`config.mk`:
```
export PLATFORM = sky130hd
export DESIGN_NAME = pcm_gain_ramp_scaler_core_flat
export DESIGN_NICKNAME = d
export VERILOG_FILES = /design/src/sv/pgrs_pkg.sv /design/src/sv/pgrs_in_if.sv /design/src/sv/pgrs_out_if.sv /design/src/sv/pgrs_div.sv /design/src/sv/pcm_gain_ramp_scaler_core.sv /design/src/flat_wrapper.sv
export SDC_FILE = /design/constraint.sdc
export NUM_CORES = 1
export LEC_CHECK = 0
export ABC_AREA = 1
export BUFFER_PORTS_ARGS = -buffer_cell sky130_fd_sc_hd__buf_2
export CORE_MARGIN = 2
export CORE_UTILIZATION = 30
export CTS_CLUSTER_SIZE = 28
export DETAILED_ROUTE_END_ITERATION = 10
export HOLD_SLACK_MARGIN = 0.12
export PLACE_DENSITY = 0.57
export SYNTH_ARGS = -nofsm -noshare
export SYNTH_HDL_FRONTEND = slang
export SYNTH_HIERARCHICAL = 1
export SYNTH_SLANG_ARGS = --single-unit
export TNS_END_PERCENT = 20
```
`constraint.sdc`:
```
create_clock -name clk -period 8.87 [get_ports clk]
set_input_delay 1.774 -clock clk [delete_from_list [all_inputs] [get_ports clk]]
set_output_delay 1.774 -clock clk [all_outputs]
set_load 0.05 [all_outputs]
```
`src/sv/pgrs_pkg.sv`:
```
// Shared constants, types and sequencer states for the PCM gain ramp scaler.
// No dependencies; compile first.
package pgrs_pkg;

  localparam int FRAME_BYTES  = 4;
  localparam int UNITY_GAIN   = 32768;
  localparam int MAX_FRAMES   = 4096;
  localparam int SAMPLE_BYTES = 2;
  localparam int BYTE_BITS    = 8;

  localparam int SAMPLE_W = 16;
  localparam int GAIN_W   = 16;
  localparam int FRAMES_W = 13;
  localparam int POS_W    = 14;
  localparam int OFFS_W   = POS_W + $clog2(SAMPLE_BYTES) + 1;
  localparam int FRAME_W  = POS_W;
  localparam int PROD_W   = 2 * GAIN_W;
  localparam int NUM_W    = GAIN_W + FRAME_W;
  localparam int DIVC_W   = $clog2(NUM_W + 1);
  localparam int UNITY_SH = $clog2(UNITY_GAIN);

  localparam logic [POS_W-1:0] POS_MAX = {POS_W{1'b1}};
  localparam logic [GAIN_W-1:0] GAIN_MAX = {GAIN_W{1'b1}};

  typedef enum logic [2:0] {
    ST_IDLE,
    ST_SPAN,
    ST_DIV,
    ST_GAIN,
    ST_SCALE,
    ST_OUT
  } seq_state_t;

  typedef struct packed {
    logic busy;
    logic done;
  } div_stat_t;

endpackage

```
`src/sv/pgrs_in_if.sv`:
```
// Input channel: one PCM sample with its block gains and frame count.
// Depends on pgrs_pkg.
interface pgrs_in_if;
  import pgrs_pkg::*;

  logic                         valid;
  logic                         ready;
  logic signed [SAMPLE_W-1:0]   in_sample;
  logic        [GAIN_W-1:0]     start_gain;
  logic        [GAIN_W-1:0]     end_gain;
  logic        [FRAMES_W-1:0]   block_frames;
  logic                         half_byte;
  logic                         last;

  modport source (output valid, in_sample, start_gain, end_gain, block_frames,
                  half_byte, last, input ready);
  modport sink (input valid, in_sample, start_gain, end_gain, block_frames,
                half_byte, last, output ready);
endinterface

```
`src/sv/pgrs_out_if.sv`:
```
// Output channel: one scaled sample with its block markers.
// Depends on pgrs_pkg.
interface pgrs_out_if;
  import pgrs_pkg::*;

  logic                       valid;
  logic                       ready;
  logic signed [SAMPLE_W-1:0] out_sample;
  logic                       out_half_byte;
  logic                       out_last;

  modport source (output valid, out_sample, out_half_byte, out_last, input ready);
  modport sink (input valid, out_sample, out_half_byte, out_last, output ready);
endinterface

```
`src/sv/pgrs_div.sv`:
```
// Serial restoring divider, one quotient bit per cycle.
// Depends on pgrs_pkg.
module pgrs_div (
  input  logic                          clk,
  input  logic                          rst,
  input  logic                          start,
  input  logic [pgrs_pkg::NUM_W-1:0]    num,
  input  logic [pgrs_pkg::FRAMES_W-1:0] den,
  output logic [pgrs_pkg::NUM_W-1:0]    quot,
  output pgrs_pkg::div_stat_t           stat
);
  import pgrs_pkg::*;

  logic [FRAMES_W-1:0] rem;
  logic [NUM_W-1:0]    qn;
  logic [FRAMES_W-1:0] divisor;
  logic [DIVC_W-1:0]   cnt;
  logic                busy;
  logic                done;

  logic [FRAMES_W:0]   trial;
  logic                fits;

  always_comb begin
    trial = {rem, qn[NUM_W-1]};
    fits  = trial >= {1'b0, divisor};
  end

  always_ff @(posedge clk) begin
    if (rst) begin
      busy <= 1'b0;
      done <= 1'b0;
      cnt  <= '0;
    end else begin
      done <= 1'b0;
      if (start) begin
        busy <= 1'b1;
        cnt  <= DIVC_W'(NUM_W);
      end else if (busy) begin
        cnt <= cnt - 1'b1;
        if (cnt == DIVC_W'(1)) begin
          busy <= 1'b0;
          done <= 1'b1;
        end
      end
    end
  end

  always_ff @(posedge clk) begin
    if (start) begin
      rem     <= '0;
      qn      <= num;
      divisor <= den;
    end else if (busy) begin
      // shift in the next numerator bit, subtract when it fits
      if (fits) begin
        rem <= FRAMES_W'(trial - {1'b0, divisor});
      end else begin
        rem <= trial[FRAMES_W-1:0];
      end
      qn <= {qn[NUM_W-2:0], fits};
    end
  end

  assign quot      = qn;
  assign stat.busy = busy;
  assign stat.done = done;

endmodule

```
`src/sv/pcm_gain_ramp_scaler_core.sv`:
```
// Linear gain ramp over a block of 16-bit PCM samples. One sample is taken at a time; the
// next is accepted once the current one has reached the output register. A ramped sample
// (gains differ, frame count nonzero) waits in the sequencer on the 30-step serial divider
// that forms span * frame / frames. A flat-gain sample skips the divider, and a trailing
// half byte goes straight to the output step. A finished result may wait in the output
// register while the next sample is taken. A result that finds the register still full
// holds the sequencer in its output step.
// Depends on pgrs_pkg, pgrs_in_if, pgrs_out_if and pgrs_div.
module pcm_gain_ramp_scaler_core (
  input  logic clk,
  input  logic rst,
  pgrs_in_if.sink    stream,
  pgrs_out_if.source scaled
);
  import pgrs_pkg::*;

  seq_state_t state;
  seq_state_t state_next;

  logic [POS_W-1:0]           pos;
  logic signed [SAMPLE_W-1:0] sample;
  logic [GAIN_W-1:0]          start_g;
  logic [GAIN_W-1:0]          end_g;
  logic [FRAMES_W-1:0]        frames;
  logic [FRAME_W-1:0]         frame;
  logic                       half;
  logic                       blk_last;
  logic                       ramp;
  logic                       span_neg;
  logic [GAIN_W-1:0]          gain;
  logic [PROD_W-1:0]          prod;

  logic                       ovalid;
  logic signed [SAMPLE_W-1:0] osample;
  logic                       ohalf;
  logic                       olast;

  logic                       accept;
  logic                       out_free;
  logic [OFFS_W-1:0]          offset;
  logic [FRAMES_W-1:0]        frames_clamped;
  logic signed [GAIN_W:0]     span;
  logic [GAIN_W-1:0]          span_mag;
  logic                       ramp_now;
  logic [GAIN_W-1:0]          mult_a;
  logic [GAIN_W-1:0]          mult_b;
  logic [PROD_W-1:0]          mult_out;
  logic [GAIN_W-1:0]          sample_mag;
  logic [NUM_W:0]             gain_sum;
  logic [GAIN_W-1:0]          gain_new;
  logic [PROD_W:0]            rounded;
  logic [PROD_W-UNITY_SH:0]   q;
  logic signed [SAMPLE_W-1:0] result;
  logic                       div_start;
  logic [NUM_W-1:0]           quot;
  div_stat_t                  div_stat;

  assign accept   = stream.valid && stream.ready;
  assign out_free = !ovalid || scaled.ready;

  // Byte offset of the sample position and clamped frame count of the incoming sample
  always_comb begin
    offset = OFFS_W'(pos) * OFFS_W'(SAMPLE_BYTES);
    if (32'(stream.block_frames) > 32'(MAX_FRAMES)) begin
      frames_clamped = FRAMES_W'(MAX_FRAMES);
    end else begin
      frames_clamped = stream.block_frames;
    end
  end

  always_comb begin
    span     = $signed({1'b0, end_g}) - $signed({1'b0, start_g});
    span_mag = span[GAIN_W] ? GAIN_W'(-span) : span[GAIN_W-1:0];
    ramp_now = (span != '0) && (frames != '0);
    sample_mag = sample[SAMPLE_W-1] ? GAIN_W'(16'd0 - sample) : GAIN_W'(sample);
  end

  // One shared multiplier: span by frame first, then sample by gain
  always_comb begin
    if (state == ST_SPAN) begin
      mult_a = span_mag;
      mult_b = GAIN_W'(frame);
    end else begin
      mult_a = sample_mag;
      mult_b = gain;
    end
    mult_out = PROD_W'(mult_a) * PROD_W'(mult_b);
  end

  assign div_start = (state == ST_SPAN) && ramp_now;

  pgrs_div u_div (
    .clk   (clk),
    .rst   (rst),
    .start (div_start),
    .num   (NUM_W'(mult_out)),
    .den   (frames),
    .quot  (quot),
    .stat  (div_stat)
  );

  // Ramp gain with saturation to the gain range
  always_comb begin
    gain_sum = '0;
    if (span_neg) begin
      if (quot > NUM_W'(start_g)) begin
        gain_new = '0;
      end else begin
        gain_new = GAIN_W'(start_g - quot[GAIN_W-1:0]);
      end
    end else begin
      gain_sum = (NUM_W + 1)'(start_g) + (NUM_W + 1)'(quot);
      if (gain_sum > (NUM_W + 1)'(GAIN_MAX)) begin
        gain_new = GAIN_MAX;
      end else begin
        gain_new = gain_sum[GAIN_W-1:0];
      end
    end
  end

  // Round half away from zero, drop the unity scale, saturate; a half byte passes its low byte
  always_comb begin
    rounded = (PROD_W + 1)'(prod) + (PROD_W + 1)'(UNITY_GAIN / 2);
    q       = rounded[PROD_W:UNITY_SH];
    if (half) begin
      result = SAMPLE_W'(sample[BYTE_BITS-1:0]);
    end else if (sample[SAMPLE_W-1]) begin
      if (q > (PROD_W - UNITY_SH + 1)'(32768)) begin
        result = 16'sh8000;
      end else begin
        result = SAMPLE_W'(16'd0 - q[SAMPLE_W-1:0]);
      end
    end else if (q > (PROD_W - UNITY_SH + 1)'(32767)) begin
      result = 16'sh7fff;
    end else begin
      result = SAMPLE_W'(q[SAMPLE_W-1:0]);
    end
  end

  always_comb begin
    state_next = state;
    unique case (state)
      ST_IDLE: begin
        if (accept) begin
          state_next = stream.half_byte ? ST_OUT : ST_SPAN;
        end
      end
      ST_SPAN:  state_next = ramp_now ? ST_DIV : ST_SCALE;
      ST_DIV: begin
        if (div_stat.done) begin
          state_next = ST_GAIN;
        end
      end
      ST_GAIN:  state_next = ST_SCALE;
      ST_SCALE: state_next = ST_OUT;
      ST_OUT: begin
        if (out_free) begin
          state_next = ST_IDLE;
        end
      end
      default:  state_next = ST_IDLE;
    endcase
  end

  always_comb begin
    stream.ready = (state == ST_IDLE);
  end

  always_ff @(posedge clk) begin
    if (rst) begin
      state <= ST_IDLE;
      pos   <= '0;
    end else begin
      state <= state_next;
      if (accept) begin
        if (stream.last) begin
          pos <= '0;
        end else if (pos != POS_MAX) begin
          pos <= pos + 1'b1;
        end
      end
    end
  end

  always_ff @(posedge clk) begin
    if (accept) begin
      sample   <= stream.in_sample;
      start_g  <= stream.start_gain;
      end_g    <= stream.end_gain;
      frames   <= frames_clamped;
      frame    <= FRAME_W'(offset / FRAME_BYTES);
      half     <= stream.half_byte;
      blk_last <= stream.last;
    end
    if (state == ST_SPAN) begin
      ramp     <= ramp_now;
      span_neg <= span[GAIN_W];
      if (!ramp_now) begin
        gain <= end_g;
      end
    end
    if (state == ST_GAIN) begin
      gain <= gain_new;
    end
    if (state == ST_SCALE) begin
      prod <= mult_out;
    end
  end

  // Output register: hold the result until its transfer
  always_ff @(posedge clk) begin
    if (rst) begin
      ovalid <= 1'b0;
    end else if (state == ST_OUT && out_free) begin
      ovalid <= 1'b1;
    end else if (scaled.ready) begin
      ovalid <= 1'b0;
    end
  end

  always_ff @(posedge clk) begin
    if (state == ST_OUT && out_free) begin
      osample <= result;
      ohalf   <= half;
      olast   <= blk_last;
    end
  end

  assign scaled.valid         = ovalid;
  assign scaled.out_sample    = osample;
  assign scaled.out_half_byte = ohalf;
  assign scaled.out_last      = olast;

  a_last_clears_pos: assert property (@(posedge clk) disable iff (rst)
    (accept && stream.last) |=> (pos == '0))
    else $error("sample position not cleared after last item");

  a_pos_advances: assert property (@(posedge clk) disable iff (rst)
    (accept && !stream.last && pos != POS_MAX) |=> (pos == $past(pos) + 1'b1))
    else $error("sample position did not advance");

  a_div_done_in_div: assert property (@(posedge clk) disable iff (rst)
    div_stat.done |-> (state == ST_DIV))
    else $error("divider finished outside the divide step");

  a_flat_gain: assert property (@(posedge clk) disable iff (rst)
    (state == ST_SCALE && !ramp) |-> (gain == end_g))
    else $error("flat gain differs from end gain");

endmodule

```
`src/flat_wrapper.sv`:
```
// flat-port wrapper written by rule: the top's interface ports become plain ports
module pcm_gain_ramp_scaler_core_flat import pgrs_pkg::*;
  (clk, rst, stream_valid, stream_in_sample, stream_start_gain, stream_end_gain, stream_block_frames, stream_half_byte, stream_last, stream_ready, scaled_valid, scaled_out_sample, scaled_out_half_byte, scaled_out_last, scaled_ready);
  pgrs_in_if stream_i ();
  pgrs_out_if scaled_i ();
  input  logic clk;
  input  logic rst;
  input wire logic [$bits(stream_i.valid)-1:0] stream_valid;
  input wire logic [$bits(stream_i.in_sample)-1:0] stream_in_sample;
  input wire logic [$bits(stream_i.start_gain)-1:0] stream_start_gain;
  input wire logic [$bits(stream_i.end_gain)-1:0] stream_end_gain;
  input wire logic [$bits(stream_i.block_frames)-1:0] stream_block_frames;
  input wire logic [$bits(stream_i.half_byte)-1:0] stream_half_byte;
  input wire logic [$bits(stream_i.last)-1:0] stream_last;
  output wire logic [$bits(stream_i.ready)-1:0] stream_ready;
  output wire logic [$bits(scaled_i.valid)-1:0] scaled_valid;
  output wire logic [$bits(scaled_i.out_sample)-1:0] scaled_out_sample;
  output wire logic [$bits(scaled_i.out_half_byte)-1:0] scaled_out_half_byte;
  output wire logic [$bits(scaled_i.out_last)-1:0] scaled_out_last;
  input wire logic [$bits(scaled_i.ready)-1:0] scaled_ready;
  assign stream_i.valid = stream_valid;
  assign stream_i.in_sample = stream_in_sample;
  assign stream_i.start_gain = stream_start_gain;
  assign stream_i.end_gain = stream_end_gain;
  assign stream_i.block_frames = stream_block_frames;
  assign stream_i.half_byte = stream_half_byte;
  assign stream_i.last = stream_last;
  assign stream_ready = stream_i.ready;
  assign scaled_valid = scaled_i.valid;
  assign scaled_out_sample = scaled_i.out_sample;
  assign scaled_out_half_byte = scaled_i.out_half_byte;
  assign scaled_out_last = scaled_i.out_last;
  assign scaled_i.ready = scaled_ready;
  pcm_gain_ramp_scaler_core u_core (.clk(clk), .rst(rst), .stream(stream_i), .scaled(scaled_i));
endmodule
```
## After elaboration in Yosys (flattened, before gate mapping)

Index checks and enable logic that the tools add are counted.

| word-level totals | value |
|---|---|
| flip-flop bits (word level) | 224 |
| output and inout bits | 20 |
| logic and storage cells | 104 |
| input port bits | 67 |

| operators by class | value |
|---|---|
| $mul | 1 |
| multiplexer cells | 33 |
| $add $sub $neg | 10 |
| equality and inequality tests | 11 |
| reductions and logical operators | 18 |
| order comparisons | 6 |
| bitwise logic cells | 1 |

Operators with widths:

| operator | number |
|---|---|
| 2-to-1 mux 16 bit | 13 |
| 2-to-1 mux 30 bit | 2 |
| adder 32 x 15 -> 33 bit, second input constant | 1 |
| multiplier 16 x 16 -> 32 bit | 1 |
| subtractor 1 x 16 -> 16 bit, first input constant | 2 |
| adder 16 x 30 -> 31 bit | 1 |
| > comparator 31 x 16 -> 1 bit, second input constant | 1 |
| > comparator 30 x 16 -> 1 bit | 1 |
| 2-to-1 mux 14 bit | 2 |
| > comparator 18 x 15 -> 1 bit, second input constant | 1 |
| > comparator 18 x 16 -> 1 bit, second input constant | 1 |
| one-hot mux 3 bit (6 select lines) | 1 |
| nonzero test 17 bit | 1 |
| subtractor 16 x 16 -> 17 bit | 1 |
| negator 16 bit | 1 |
| subtractor 16 bit | 1 |
| 2-to-1 mux 3 bit | 5 |
| adder 14 x 1 -> 14 bit, second input constant | 1 |
| >= comparator 14 x 13 -> 1 bit | 1 |
| != test 14 bit, second input constant | 1 |
| > comparator 13 bit, second input constant | 1 |
| 2-to-1 mux 13 bit | 1 |
| nonzero test 13 bit | 1 |
| subtractor 13 bit | 1 |
| 20 further kinds | 37 |

## Logic depth before layout (Yosys ltp)

Gate-level depths: netlist of run 1.

| depth | value |
|---|---|
| word-level depth | 6 |
| mapped depth | 47 |
| gate-level depth less buffers | 46 |

## By module

Netlist of run 1, hierarchy kept.

By module, submodules not included:

| module | area each (um^2) | cells each | seq. area each (um^2) | times used |
|---|---|---|---|---|
| pcm_gain_ramp_scaler_core | 20168.1 | 2732 | 4234.1 | 1 |
| pgrs_div | 3592.2 | 450 | 1691.6 | 1 |

## Worst setup path after synthesis of run 1

Ideal clock, no wire load.

| timing | value |
|---|---|
| kind | register to register |
| from | register u_core.start_g[0] |
| to | register u_core.u_div.qn[29] (netlist: u_core/u_div/quot[29]), data pin |
| path slack | 1.278 ns |
| stages on the path, launching flop included | 42 |
| clock period less this slack | 7.592 ns |
| buffers on the path | 1 |
| arrival time | 7.339 ns |
| required time | 8.617 ns |
| library setup time | 0.253 ns |
| path through | edfxtp_1 -> ha_1 -> fa_1 -> ha_1 -> inv_1 -> a21oi_1 -> nand3_1 -> nor2_1 -> nand4_1 -> nor2_2 -> o21ai_0 -> nand3b_1 -> nand2_1 -> inv_1 -> buf_2 -> nand2_1 -> fa_1 -> fa_1 -> (+6 left out) -> inv_1 -> ha_1 -> nand2_1 -> nand2_1 -> a31oi_1 -> inv_1 -> a21oi_1 -> o21ai_0 -> nand2_1 -> nand2_1 -> a21oi_1 -> inv_1 -> nand2_1 -> inv_1 -> o21ai_0 -> nand2_1 -> nand2_1 -> nand2_1 |

| on the way | value |
|---|---|
| cells in the longest elaborated chain, start to end | 6 |
| elaborated cells between the ends (all ways) | 9 |
| those cells by class | 2 x add/sub; 1 x mul; 3 x mux; 3 x reduce/logical |

RTL lines:

| element | RTL line | text |
|---|---|---|
| start, declared | pcm_gain_ramp_scaler_core.sv:22 | `logic [GAIN_W-1:0] start_g;` |
| start signal, assigned | pcm_gain_ramp_scaler_core.sv:188 | `start_g <= stream.start_gain;` |
| subtractor 16 x 16 -> 17 bit (*) | pcm_gain_ramp_scaler_core.sv:72 | `span = $signed({1'b0, end_g}) - $signed({1'b0, start_g});` |
| negator 16 bit | pcm_gain_ramp_scaler_core.sv:73 | `span_mag = span[GAIN_W] ? GAIN_W'(-span) : span[GAIN_W-1:0];` |
| 2-to-1 mux 16 bit (*) | pcm_gain_ramp_scaler_core.sv:73 |  |
| 2-to-1 mux 16 bit (*) | pcm_gain_ramp_scaler_core.sv:80 | `if (state == ST_SPAN) begin` |
| multiplier 16 x 16 -> 32 bit (*) | pcm_gain_ramp_scaler_core.sv:87 | `mult_out = PROD_W'(mult_a) * PROD_W'(mult_b);` |
| net u_core.mult_out[29] | pcm_gain_ramp_scaler_core.sv:47 | `logic [PROD_W-1:0] mult_out;` |
| 2-to-1 mux 30 bit (*) | pgrs_div.sv:50 | `if (start) begin` |
| end signal, assigned | pgrs_div.sv:52 | `qn <= num;` |
| end signal, assigned | pgrs_div.sv:61 | `qn <= {qn[NUM_W-2:0], fits};` |
| end, declared | pgrs_div.sv:15 | `logic [NUM_W-1:0] qn;` |

Mark *: on every way through the listed nets, which the timed path passes. The rest lies on a longest branch.
A chain may end at the register's enable or synchronous reset.

## Worst setup path in the final report of run 1

| timing | value |
|---|---|
| from | register u_core.start_g[0] |
| to | register u_core.u_div.qn[26] (netlist: u_core/u_div/quot[26]), data pin |

The elaborated chain is that of the path after synthesis.

==> results.sh, run 1 <==
export IMPL_worst_skew_pair_late_latency_ns=0.56
export IMPL_grt_overflow=0
export IMPL_first_pass_iters=6
export IMPL_worstPathMaxFanout=7
export IMPL_post_syn_area_per_cell_sq_um=7.47
export IMPL_gp_congestion=0.952
export IMPL_syn_inst=3181
export IMPL_setup_viol=0
export IMPL_vias_per_cell=4.73
export IMPL_syn_num_nets=3634
export IMPL_grt_setup_unrepaired="no"
export IMPL_initial_antenna_violation_count=4
export IMPL_critical_path_cell_with_the_highest_stage_delay="sky130_fd_sc_hd__fa_1"
export IMPL_sequential_cell_area_sq_um=5930
export IMPL_drt_iter0_markers=1496
export IMPL_total_of_max_cap_violations=0
export IMPL_ctsHtreeMaxLevel=1
export IMPL_crit_path_max_incr_delay_ns=0.58
export IMPL_final_setup_skew_ns=0.0136
export IMPL_total_die_area_sq_um=81400
export IMPL_routed_wirelength_mm=72.8
export IMPL_effective_utilization_at_floorplan_pct=30.2
export IMPL_ys_warn_count=6
export IMPL_hold_buffers_post_cts=0
export IMPL_synth_cell_area_sq_um=23800
export IMPL_drt_wirelength_per_cell_um=16.8
export IMPL_worstPathRequired_ns=9.18
export IMPL_die_y_um=285
export IMPL_cts_root_buffer_cell="sky130_fd_sc_hd__clkbuf_16"
export IMPL_crit_path_frequent_cell="sky130_fd_sc_hd__fa_1"
export IMPL_post_route_period_util_pct=94.8
export IMPL_top_level_ports=87
export IMPL_dieWidth_um=285
export IMPL_fp_coreArea_sq_um=78700
export IMPL_timing_max_slew_rel_slack_pct=22.2
export IMPL_fin_setup_tns_ns=0
export IMPL_finalCriticalPeriod_ns=8.41
export IMPL_max_freq_mhz=119
export IMPL_fin_cells=4332
export IMPL_pin_count_of_the_biggest_net_entering_global_routing=51
export IMPL_outcome="finished, final reports clean"
export IMPL_io_buffer_count=86
export IMPL_floorplan_rows=103
export IMPL_worstPathArrival_ns=8.72
export IMPL_cts_tree="done"
export IMPL_layout_drive_gt1_share_pct=8.05
export IMPL_timing_worst_slew_pin_value_ns=1.16
export IMPL_detailedPlacementHpwl_mm=60.0
export IMPL_critPathTopFamily="adder cells"
export IMPL_pre_cts_ws_ns=0.198
export IMPL_cts_sink_count=210
export IMPL_worst_hold_path_type="register to register"
export IMPL_cts_buffers_inserted=25
export IMPL_track_usage_pct=17.8
export IMPL_nFillCells=8424
export IMPL_post_route_cell_area_sq_um=26400
export IMPL_placed_cells_incl_taps=4275
export IMPL_area_growth_syn_to_layout_pct=11.1
export IMPL_final_critical_path_setup_slack_ns=0.458
export IMPL_route_vias_total=20500
export IMPL_grt_pass1_vias=20300
export IMPL_worst_setup_path_type="register to register"
export IMPL_grt_first_pass_wirelength_mm=114
export IMPL_worst_path_buf_inv=7
export IMPL_dpl_cell_area_sq_um=25400
export IMPL_finalHoldViolations=0
export IMPL_critical_path_startpoint_category="register"
export IMPL_finish_net_count=3714
export IMPL_maxSlewViolCount=0
export IMPL_remaining_drc_errors=0
export IMPL_ant_nets=0
export IMPL_cp_end_kind="register"
export IMPL_path_clk_slew_ns=0.07
export IMPL_total_area_of_multi_input_combinational_cells_sq_um=15000
export IMPL_cts_root_to_sink_buffers=3
worst register-to-register path, delay by kind of cell (launching register included):
family | cells | cell delay (ns)
xor+xnor | 1 | 0.21
fa+ha+maj | 10 | 4.31
simple gates | 11 | 1.52
flops | 1 | 0.45
buf+inv | 7 | 0.75
compound gates | 5 | 0.95
cell usage in the layout, fill, tap and decap left out, drive strengths merged, types with 10 or more instances in the layout:
master    n
a21oi   138
buf     129
clkbuf   30
clkinv   13
dfxtp    38
edfxtp  172
fa      198
ha      188
inv     680
nand2   816
nand3   203
nand3b   12
nand4    50
nor2    299
nor3     42
nor4     10
o21ai   114
or2      10
xnor2    22
xor2     49
stage by stage:
| stage | hold WS, ns | util, % |
|---|---|---|
| 3_3_place_gp | 0.404 | 32.3 |
| 5_1_grt | 0.444 | 33.5 |
| 3_5_place_dp | 0.408 | 32.3 |
| 2_1_floorplan | 0.400 | - |
| 4_1_cts | 0.422 | 33.3 |
| 6_report | 0.419 | 33.5 |
area by class of cell:
cell class | count | share of cell area [%]
Tap cell | 1050 | 4.98
Clock inverter | 16 | 0.507
Antenna cell | 2 | 0.0190
Timing Repair Buffer | 129 | 2.99
Sequential cell | 210 | 22.5
Inverter | 685 | 9.82
Clock buffer | 30 | 2.48
Multi-Input combinational cell | 2210 | 56.7
flip-flops by register name, summed over array words and instances, names as in the netlist, 13 cells and up:
signal and cells:
u_core/end_g 16, u_core/gain 16, u_core/scaled.out_sample 16, u_core/u_div/quot 30
u_core/sample 16, u_core/prod 18, u_core/u_div/rem 13, u_core/u_div/divisor 13
u_core/frames 13, u_core/pos 14, u_core/start_g 16, u_core/frame 13
final timing paths:
path	startpoint	to	slack (ns)	cells past startpoint
worst max register to register	u_core/start_g[0]	u_core/u_div/quot[26]	0.46	34
worst min-delay path	u_core/blk_last	u_core/scaled.out_last	0.42	0
worst min register to register	u_core/blk_last	u_core/scaled.out_last	0.42	0
worst max-delay path	u_core/start_g[0]	u_core/u_div/quot[26]	0.46	34
repair_timing:
item	4_1_cts	5_1_grt
setup buffers	0	9
endpoints found under the setup margin	0	20
gates resized for setup	0	24
layer usage:
layer	vias to the layer above	wire length (um)	track usage (%)
li1	10100	-	-
met1	9630	33500	24.6
met2	673	31800	28.4
met3	104	5510	3.76
met4	2	2020	4.55
met5	-	8	0
Power of run 1 is left out: the tool's default activity adds up to more than one toggle a clock period on the data nets, which glitch-free logic cannot reach.
==> run 2, diff against run 1 <==
--- a/config.mk
+++ b/config.mk
@@ -5,7 +5,6 @@
 export SDC_FILE = /design/constraint.sdc
 export NUM_CORES = 1
 export LEC_CHECK = 0
-export ABC_AREA = 1
 export BUFFER_PORTS_ARGS = -buffer_cell sky130_fd_sc_hd__buf_2
 export CORE_MARGIN = 2
 export CORE_UTILIZATION = 30
@@ -13,6 +12,7 @@
 export DETAILED_ROUTE_END_ITERATION = 10
 export HOLD_SLACK_MARGIN = 0.12
 export PLACE_DENSITY = 0.57
+export SKIP_LAST_GASP = 1
 export SYNTH_ARGS = -nofsm -noshare
 export SYNTH_HDL_FRONTEND = slang
 export SYNTH_HIERARCHICAL = 1
==> run 2 against run 1 <==
  * Synthesized area shrank 5.7%
  * Wire length decreased by 5.8%
  * Design area up 0.46%
  * Die area shrank 5.7%
  * Non-clock buffer count up 159
  * Final cell count shrank 16%
  * Register-to-register slack lost 0.41 ns
  * Critical path depth increased by 1
  * First-iteration DRC count decreased by 6.4%
  * Synthesized cell count fell by 23%
  * Maximum frequency decreased by 4.6%
  * Sequential cell count stayed put
  * Highest routed layer is now met4
==> results.sh, run 2 <==
export IMPL_top_level_ports=87
export IMPL_grt_pass1_vias=17800
export IMPL_cp_end_kind="register"
export IMPL_ctsHtreeMaxLevel=1
export IMPL_remaining_drc_errors=0
export IMPL_routed_top_layer="met4"
export IMPL_cts_root_to_sink_buffers=3
export IMPL_critical_path_cell_with_the_highest_stage_delay="sky130_fd_sc_hd__fa_1"
export IMPL_pre_cts_ws_ns=-0.221
export IMPL_grt_overflow=0
export IMPL_largest_reg_flops=30
export IMPL_antenna_diode_count=0
export IMPL_ant_nets=0
export IMPL_finalHoldViolations=0
export IMPL_hold_buffers_post_cts=0
export IMPL_io_buffer_count=86
export IMPL_drt_wirelength_per_cell_um=18.8
export IMPL_timing_worst_slew_pin_value_ns=0.914
export IMPL_worst_hold_path_type="register to register"
export IMPL_cts_root_buffer_cell="sky130_fd_sc_hd__clkbuf_16"
export IMPL_crit_path_max_incr_delay_ns=0.56
export IMPL_sequential_cell_area_sq_um=5930
export IMPL_setup_viol=0
export IMPL_outcome="finished, final reports clean"
export IMPL_syn_num_nets=2892
export IMPL_initial_antenna_violation_count=0
export IMPL_final_critical_path_setup_slack_ns=0.0511
export IMPL_area_growth_syn_to_layout_pct=18.4
export IMPL_maxSlewViolCount=0
export IMPL_gp_congestion=0.914
export IMPL_wl_met3_mm=3.57
export IMPL_path_clk_slew_ns=0.06
export IMPL_total_area_of_multi_input_combinational_cells_sq_um=15200
export IMPL_detailedPlacementHpwl_mm=56.4
export IMPL_cts_tree="done"
export IMPL_grt_first_pass_wirelength_mm=106
export IMPL_pin_count_of_the_biggest_net_entering_global_routing=61
export IMPL_total_die_area_sq_um=76800
export IMPL_total_length_of_routed_met2_wires_mm=33.2
export IMPL_mostFrequentLayoutCells="sky130_fd_sc_hd__inv_1 (318), sky130_fd_sc_hd__nand2_1 (270), sky130_fd_sc_hd__nor2_1 (208), sky130_fd_sc_hd__fa_1 (192), sky130_fd_sc_hd__buf_4 (189)"
export IMPL_floorplan_rows=100
export IMPL_ys_warn_count=6
export IMPL_drt_iter0_markers=1401
export IMPL_nFillCells=7531
export IMPL_layout_drive_gt1_share_pct=17.8
export IMPL_worst_setup_path_type="register to register"
export IMPL_crit_path_frequent_cell="sky130_fd_sc_hd__fa_1"
export IMPL_final_setup_skew_ns=0.0149
export IMPL_first_pass_iters=5
export IMPL_max_freq_mhz=113
export IMPL_dieWidth_um=277
export IMPL_routed_wirelength_mm=68.6
export IMPL_effective_utilization_at_floorplan_pct=30.2
export IMPL_total_of_max_cap_violations=0
export IMPL_cts_sink_count=210
export IMPL_worstPathArrival_ns=9.13
export IMPL_mostFrequentLayoutCell="sky130_fd_sc_hd__inv_1"
export IMPL_finalCriticalPeriod_ns=8.82
export IMPL_hold_slack_ns=0.425
export IMPL_critical_path_startpoint_category="register"
export IMPL_worstPathRequired_ns=9.18
export IMPL_cts_buffers_inserted=25
export IMPL_worst_skew_pair_late_latency_ns=0.57
export IMPL_die_y_um=277
export IMPL_track_usage_pct=17.7
export IMPL_finish_net_count=3115
export IMPL_worstPathMaxFanout=6
export IMPL_synth_cell_area_sq_um=22400
export IMPL_route_vias_total=18300
export IMPL_fp_coreArea_sq_um=74200
export IMPL_post_syn_area_per_cell_sq_um=9.18
export IMPL_detail_route_wirelength_met1_mm=29.9
export IMPL_timing_max_slew_rel_slack_pct=38.8
export IMPL_grt_setup_unrepaired="yes"
export IMPL_syn_inst=2439
export IMPL_post_route_period_util_pct=99.4
export IMPL_vias_per_cell=5.02
[run 2: worst paths after layout]
| path | start | to | slack, ns | depth (start not counted) |
|---|---|---|---|---|
| max | u_core/end_g[2] | u_core/u_div/quot[29] | 0.05 | 35 |
| min | u_core/blk_last | u_core/scaled.out_last | 0.43 | 0 |
| min reg2reg | u_core/blk_last | u_core/scaled.out_last | 0.43 | 0 |
| max reg2reg | u_core/end_g[2] | u_core/u_div/quot[29] | 0.05 | 35 |
[run 2: critical path: cells and delay by family (launching register included)]
kind                     cells  cell delay (ns)
AO/OA/AOI/OAI                8             1.91
adder cells (fa/ha/maj)      8             3.35
XOR/XNOR                     2             0.31
AND/OR/NAND/NOR              8             1.28
buffers and inverters        8             1.01
multiplexers                 1             0.26
flip-flops                   1             0.40
[run 2: cell type report]
class / count / area share (%)
multi-input cells: 1798 / 57.4
clock buffers: 29 / 2.49
inverters: 339 / 4.81
repair buffers: 288 / 7.61
clock inverters: 16 / 0.713
flip-flops and latches: 210 / 22.4
well taps: 969 / 4.58
[run 2: layer usage]
metal	vias to the layer above	GRT usage, %
li1	8761	-
met1	8957	23.8
met2	525	30.0
met3	90	2.01
met4	0	4.71
met5	-	0
[run 2: what timing repair did]
| item | in CTS | in global routing |
|---|---|---|
| gates resized for setup | 17 | 93 |
| setup endpoints to repair | 11 | 23 |
| setup buffers | 14 | 22 |
| pin swaps | 11 | 83 |
[run 2: metrics by stage]
step / utilization (%) / instances / TNS, ns / cell area (sq um)
6_report: 35.7 / 3649 / 0 / 26500
4_1_cts: 35.0 / 3629 / -0.215 / 26000
3_5_place_dp: 33.6 / 3571 / -0.483 / 24900
2_1_floorplan: - / 2439 / 0 / 22400
5_1_grt: 35.7 / 3649 / -1.62 / 26500
3_3_place_gp: 33.6 / 3571 / -0.149 / 24900
Power of run 2 is left out for the same reason.
